### src/hdl/srt_pkg.sv
// ----------------------------------------------------------------------------
// srt_pkg
// Types and constants shared by the sorted region table and its cells.
// ----------------------------------------------------------------------------
package srt_pkg;

    localparam int TABLE_DEPTH = 64;
    localparam int IDX_W       = $clog2(TABLE_DEPTH);
    localparam int CNT_W       = $clog2(TABLE_DEPTH + 1);

    localparam logic ACT_ADD  = 1'b0;
    localparam logic ACT_DROP = 1'b1;

    typedef enum logic [2:0] {
        STATUS_OK       = 3'd0,
        STATUS_ZERO     = 3'd1,
        STATUS_WRAP     = 3'd2,
        STATUS_FULL     = 3'd3,
        STATUS_OVERLAP  = 3'd4,
        STATUS_NOTFOUND = 3'd5
    } status_t;

    typedef enum logic [1:0] {
        SHIFT_NONE   = 2'd0,
        SHIFT_INSERT = 2'd1,
        SHIFT_REMOVE = 2'd2
    } shift_op_t;

    // One stored region. The end address is kept instead of the length,
    // since the length is only ever used to form the end.
    typedef struct packed {
        logic [63:0] base;
        logic [63:0] end_addr;
        logic        kind;
        logic [7:0]  prot;
    } entry_t;

    // Request broadcast to every cell while it is being worked on.
    typedef struct packed {
        logic [63:0] base;
        logic [63:0] end_addr;
        logic        kind;
        logic [7:0]  prot;
    } req_t;

    // Record carried along the cell row: first hit of each kind so far.
    typedef struct packed {
        logic             ovl_found;
        logic [63:0]      ovl_base;
        logic             gt_found;
        logic [IDX_W-1:0] gt_idx;
        logic             eq_found;
        logic [IDX_W-1:0] eq_idx;
    } scan_t;

    typedef struct packed {
        shift_op_t        op;
        logic [IDX_W-1:0] pos;
    } shift_cmd_t;

endpackage

### src/hdl/srt_cell.sv
// ----------------------------------------------------------------------------
// srt_cell
// One table slot: holds a region, compares it with the current request and
// passes the first-hit record on to the next cell, one stage per cycle.
// ----------------------------------------------------------------------------
module srt_cell
    import srt_pkg::*;
(
    input  logic             clk,
    input  logic [IDX_W-1:0] cell_index,
    input  logic [CNT_W-1:0] count,
    input  req_t             req,
    input  shift_cmd_t       cmd,
    input  entry_t           left_entry,
    input  entry_t           right_entry,
    output entry_t           entry,
    input  scan_t            scan_in,
    output scan_t            scan_out
);

    entry_t entry_reg;
    entry_t entry_next;
    scan_t  scan_reg;
    scan_t  scan_next;

    logic occupied;
    logic hit_ovl;
    logic hit_gt;
    logic hit_eq;

    assign occupied = CNT_W'(cell_index) < count;
    assign hit_ovl  = occupied && (req.base < entry_reg.end_addr)
                               && (entry_reg.base < req.end_addr);
    assign hit_gt   = occupied && (entry_reg.base > req.base);
    assign hit_eq   = occupied && (entry_reg.base == req.base);

    always_comb
    begin
        scan_next = scan_in;
        if (!scan_in.ovl_found && hit_ovl)
        begin
            scan_next.ovl_found = 1'b1;
            scan_next.ovl_base  = entry_reg.base;
        end
        if (!scan_in.gt_found && hit_gt)
        begin
            scan_next.gt_found = 1'b1;
            scan_next.gt_idx   = cell_index;
        end
        if (!scan_in.eq_found && hit_eq)
        begin
            scan_next.eq_found = 1'b1;
            scan_next.eq_idx   = cell_index;
        end
    end

    always_comb
    begin
        entry_next = entry_reg;
        unique case (cmd.op)
            SHIFT_INSERT:
            begin
                if (cell_index > cmd.pos)
                begin
                    entry_next = left_entry;
                end
                else if (cell_index == cmd.pos)
                begin
                    entry_next.base     = req.base;
                    entry_next.end_addr = req.end_addr;
                    entry_next.kind     = req.kind;
                    entry_next.prot     = req.prot;
                end
            end
            SHIFT_REMOVE:
            begin
                if (cell_index >= cmd.pos)
                begin
                    entry_next = right_entry;
                end
            end
            default:
            begin
                entry_next = entry_reg;
            end
        endcase
    end

    always_ff @(posedge clk)
    begin
        entry_reg <= entry_next;
        scan_reg  <= scan_next;
    end

    assign entry    = entry_reg;
    assign scan_out = scan_reg;

endmodule
### config.mk
export PLATFORM = sky130hd
export DESIGN_NAME = srt_cell
export DESIGN_NICKNAME = d
export VERILOG_FILES = /design/src/hdl/srt_pkg.sv /design/src/hdl/srt_cell.sv
export SDC_FILE = /design/constraint.sdc
export NUM_CORES = 1
export LEC_CHECK = 0
export BUFFER_PORTS_ARGS = -buffer_cell sky130_fd_sc_hd__buf_4
export CAP_MARGIN = 10
export CORE_AREA = 2 2 280 282
export CTS_BUF_LIST = sky130_fd_sc_hd__clkbuf_2
export DETAILED_ROUTE_END_ITERATION = 10
export DIE_AREA = 0 0 282 284
export PLACE_DENSITY = 0.51
export SETUP_SLACK_MARGIN = 0.05
export SYNTH_ARGS = -nofsm -noshare
export SYNTH_HDL_FRONTEND = slang
export SYNTH_SLANG_ARGS = --single-unit
export TNS_END_PERCENT = 1
### constraint.sdc
create_clock -name clk -period 8.85 [get_ports clk]
set_clock_uncertainty 0.2 [all_clocks]
set_input_delay 0.885 -clock clk [delete_from_list [all_inputs] [get_ports clk]]
set_output_delay 0.885 -clock clk [all_outputs]
set_load 0.03 [all_outputs]
==> flow_summary_export.csv <==
group,metric,value,unit
clock_network,cts_tree,"built",
clock_network,cts-buffers-inserted,66,
clock_network,clk_path_buf_depth,3,
power,leakage,12.3,nW
min_path,hp-class,"primary input to flop",
detailed_routing,drtIter0Drc,622,
synth,syn_nets,2191,
floorplan,coreArea,0.0770,mm²
power,intPower,2.45,mW
grt,track_usage,16.8,%
run,maxCapViolations,0,
layout,layout_commonest_cell,"buf_4",
layout,drive_above_1_share,35.6,%
floorplan,start_util,19.2,%
clock_network,post_cts_resized,0,
detailed_routing,route.antenna.remaining_nets,0,
worst_setup_path,cp-end-kind,"flop",
power,switching_share,40.1,%
synth,ys_seq_area_share,38.6,%
power,fin_total_pwr,4.10,mW
detailed_routing,drtPass1Iterations,5,
placed_design,port_buffers,727,
worst_setup_path,start_kind,"flop",
worst_setup_path,cp.arrival,6110,ps
timing,fmax,0.182,GHz
timing,drv_slew,0,
synth,syn_avg_cell_area,9.99,µm²
floorplan,fp.dieArea,0.0801,mm²
floorplan,fp.dieH,284,µm
clock_network,cts_max_level,3,
timing,hold_violations,0,
worst_setup_path,worstPathRequired,9460,ps
timing,period_share,62.1,%
timing,post-route-min-period,5490,ps
grt,grt_pass1_vias,16600,
power,power.share.sequential,35.1,%
timing,max_slew_margin,22.4,%
run_status,run_status,"completed",
placed_design,dpl_cell_area,0.0214,mm²
placed_design,gp_congestion,0.917,
detailed_routing,wirelength,69900,µm
power,comb_power_share,44.0,%
timing,setup_viol,0,
clock_network,cts.sinks,216,
layout,largest_reg_flops,137,
detailed_routing,num_vias,15500,
detailed_routing,post-route-drc-count,0,
layout,nets,3286,
timing,rsz0062_at_grt,"no",
timing,final.setup.tns,0,ps
timing,tightest_slew,1150,ps
worst_setup_path,crit_type,"flop to flop",
layout,syn2layout_area_growth,72.5,%
power,p_clk_share,20.9,%
grt,grt-ovfl-total,0,
grt,antenna_found_initial,4,
floorplan,rows,102,
layout,layout_common_cells,"buf_4 (737), dlygate4sd3_1 (342), inv_1 (205)",
clock_network,cts_root_buf,"clkbuf_2",
synth,syn_area,0.0147,mm²
clock_network,clk_latency,1000,ps
clock_network,post_cts_buffers,0,
detailed_routing,post_drt_wl_per_cell,19.1,µm
floorplan,num_io_pins,728,
clock_network,path_clk_slew,90,ps
grt,grt_max_degree,100,
synth,ys_types,53,
synth,ys_ff_latch,216,
power,p_per_area,161,mW/mm²
placed_design,dp_hpwl,55400,µm
power,p_switching,1.64,mW
synth,yosys_warnings,0,
synth,netlist_instances,1476,
layout,design_area,0.0254,mm²
clock_network,ctsHoldBuffers,342,
worst_setup_path,cp_max_fo,33,
detailed_routing,vias_per_cell,4.21,
power,irDropWorstVdd,0.000107,V
floorplan,die_x,282,µm
grt,grt_pass1_wl,100000,µm
[metrics by stage]
step	setup slack (ps)	cells	hold WS (ps)	utilization, %
floorplan	2570	1476	564	-
global placement	2530	3201	398	27.8
detailed placement	2530	3201	405	27.8
CTS	2880	3664	7.63	33.0
global route	2850	3669	66.7	33.1
finish	3360	3670	208	33.1
[cell type report]
class	instances	area (µm²)
tap	1040	1300
fill	7947	51500
multi-input combinational	1002	8050
inverter	205	769
clock buffer	102	510
antenna	6	15.0
timing repair buffer	1080	8980
clock inverter	19	118
sequential	216	5700
[synthesized netlist by cell type, drive strengths merged]
master	number	share of area, %
inv	205	5.2
ha	203	17
nand2	167	4.3
o21ai	162	5.5
edfxtp	137	28
mux2i	137	9.3
dfxtp	79	11
mux2	76	7.1
a21oi	65	2.2
a21o	36	1.8
clkbuf	32	0.81
nand4	31	1.3
buf	21	1.1
nor2	20	0.51
nand3	19	0.64
nor3	13	0.51
and4	8	0.48
a211oi	6	0.34
nor2b	6	0.25
nor4	6	0.34
a221oi	5	0.30
nand2b	4	0.17
o211ai	4	0.24
or2	4	0.17
a31oi	3	0.13
o21a	3	0.15
a2111oi	2	0.16
a21boi	2	0.10
and2	2	0.085
o2111a	2	0.15
o21bai	2	0.10
o22ai	2	0.085
o311ai	2	0.12
o31a	2	0.12
or3	2	0.085
a311oi	1	0.059
a41oi	1	0.059
nand4b	1	0.059
nor3b	1	0.051
nor4b	1	0.059
or4	1	0.076
[cells by family after synthesis]
group / count (synthesis) / synth area share [%]
AO/OA/AOI/OAI: 300 / 11.7
adder cells (fa/ha/maj): 203 / 17.2
buffers and inverters: 258 / 7.09
AND/OR/NAND/NOR: 286 / 9.05
multiplexers: 213 / 16.4
flip-flops: 216 / 38.6
[critical path: stages, from the launching register on]
cell and delay (ps):
edfxtp_1 500, inv_1 90, ha_1 310, nand4_1 270
nor4_2 970, nand4_1 570, nor4_1 1110, nor4_4 10
buf_4 370, buf_4 410, mux2_4 400
[final timing paths]
check                           slack, ps                  from  cells after the start                    to
worst min-delay path                  210       right_entry[34]                      3   entry[34]$_DFFE_PP_
worst max register to register       3360   entry[70]$_DFFE_PP_                     10  scan_out[66]$_DFF_P_
worst min register to register        400  entry[128]$_DFFE_PP_                      1  scan_out[69]$_DFF_P_
worst max-delay path                 3360   entry[70]$_DFFE_PP_                     10  scan_out[66]$_DFF_P_
[power groups by stage]
stage / sequential [mW] / clock (mW) / combinational [mW]
after floorplan: 1.73 / 0 / 0.607
after global placement: 1.46 / 0 / 1.61
after detailed placement: 1.46 / 0 / 1.63
after CTS: 1.44 / 0.903 / 1.81
after global routing: 1.46 / 0.957 / 1.95
final: 1.44 / 0.855 / 1.80
[metal layers]
metal  vias up  share of wire, %  GRT usage [%]
met5         -             0.016              0
met3       124               6.8           4.03
met1      7218                39           18.4
li1       7486                 -              -
met4         2               3.2           6.24
met2       628                51           30.8
Power figures use the tool's default switching activity.
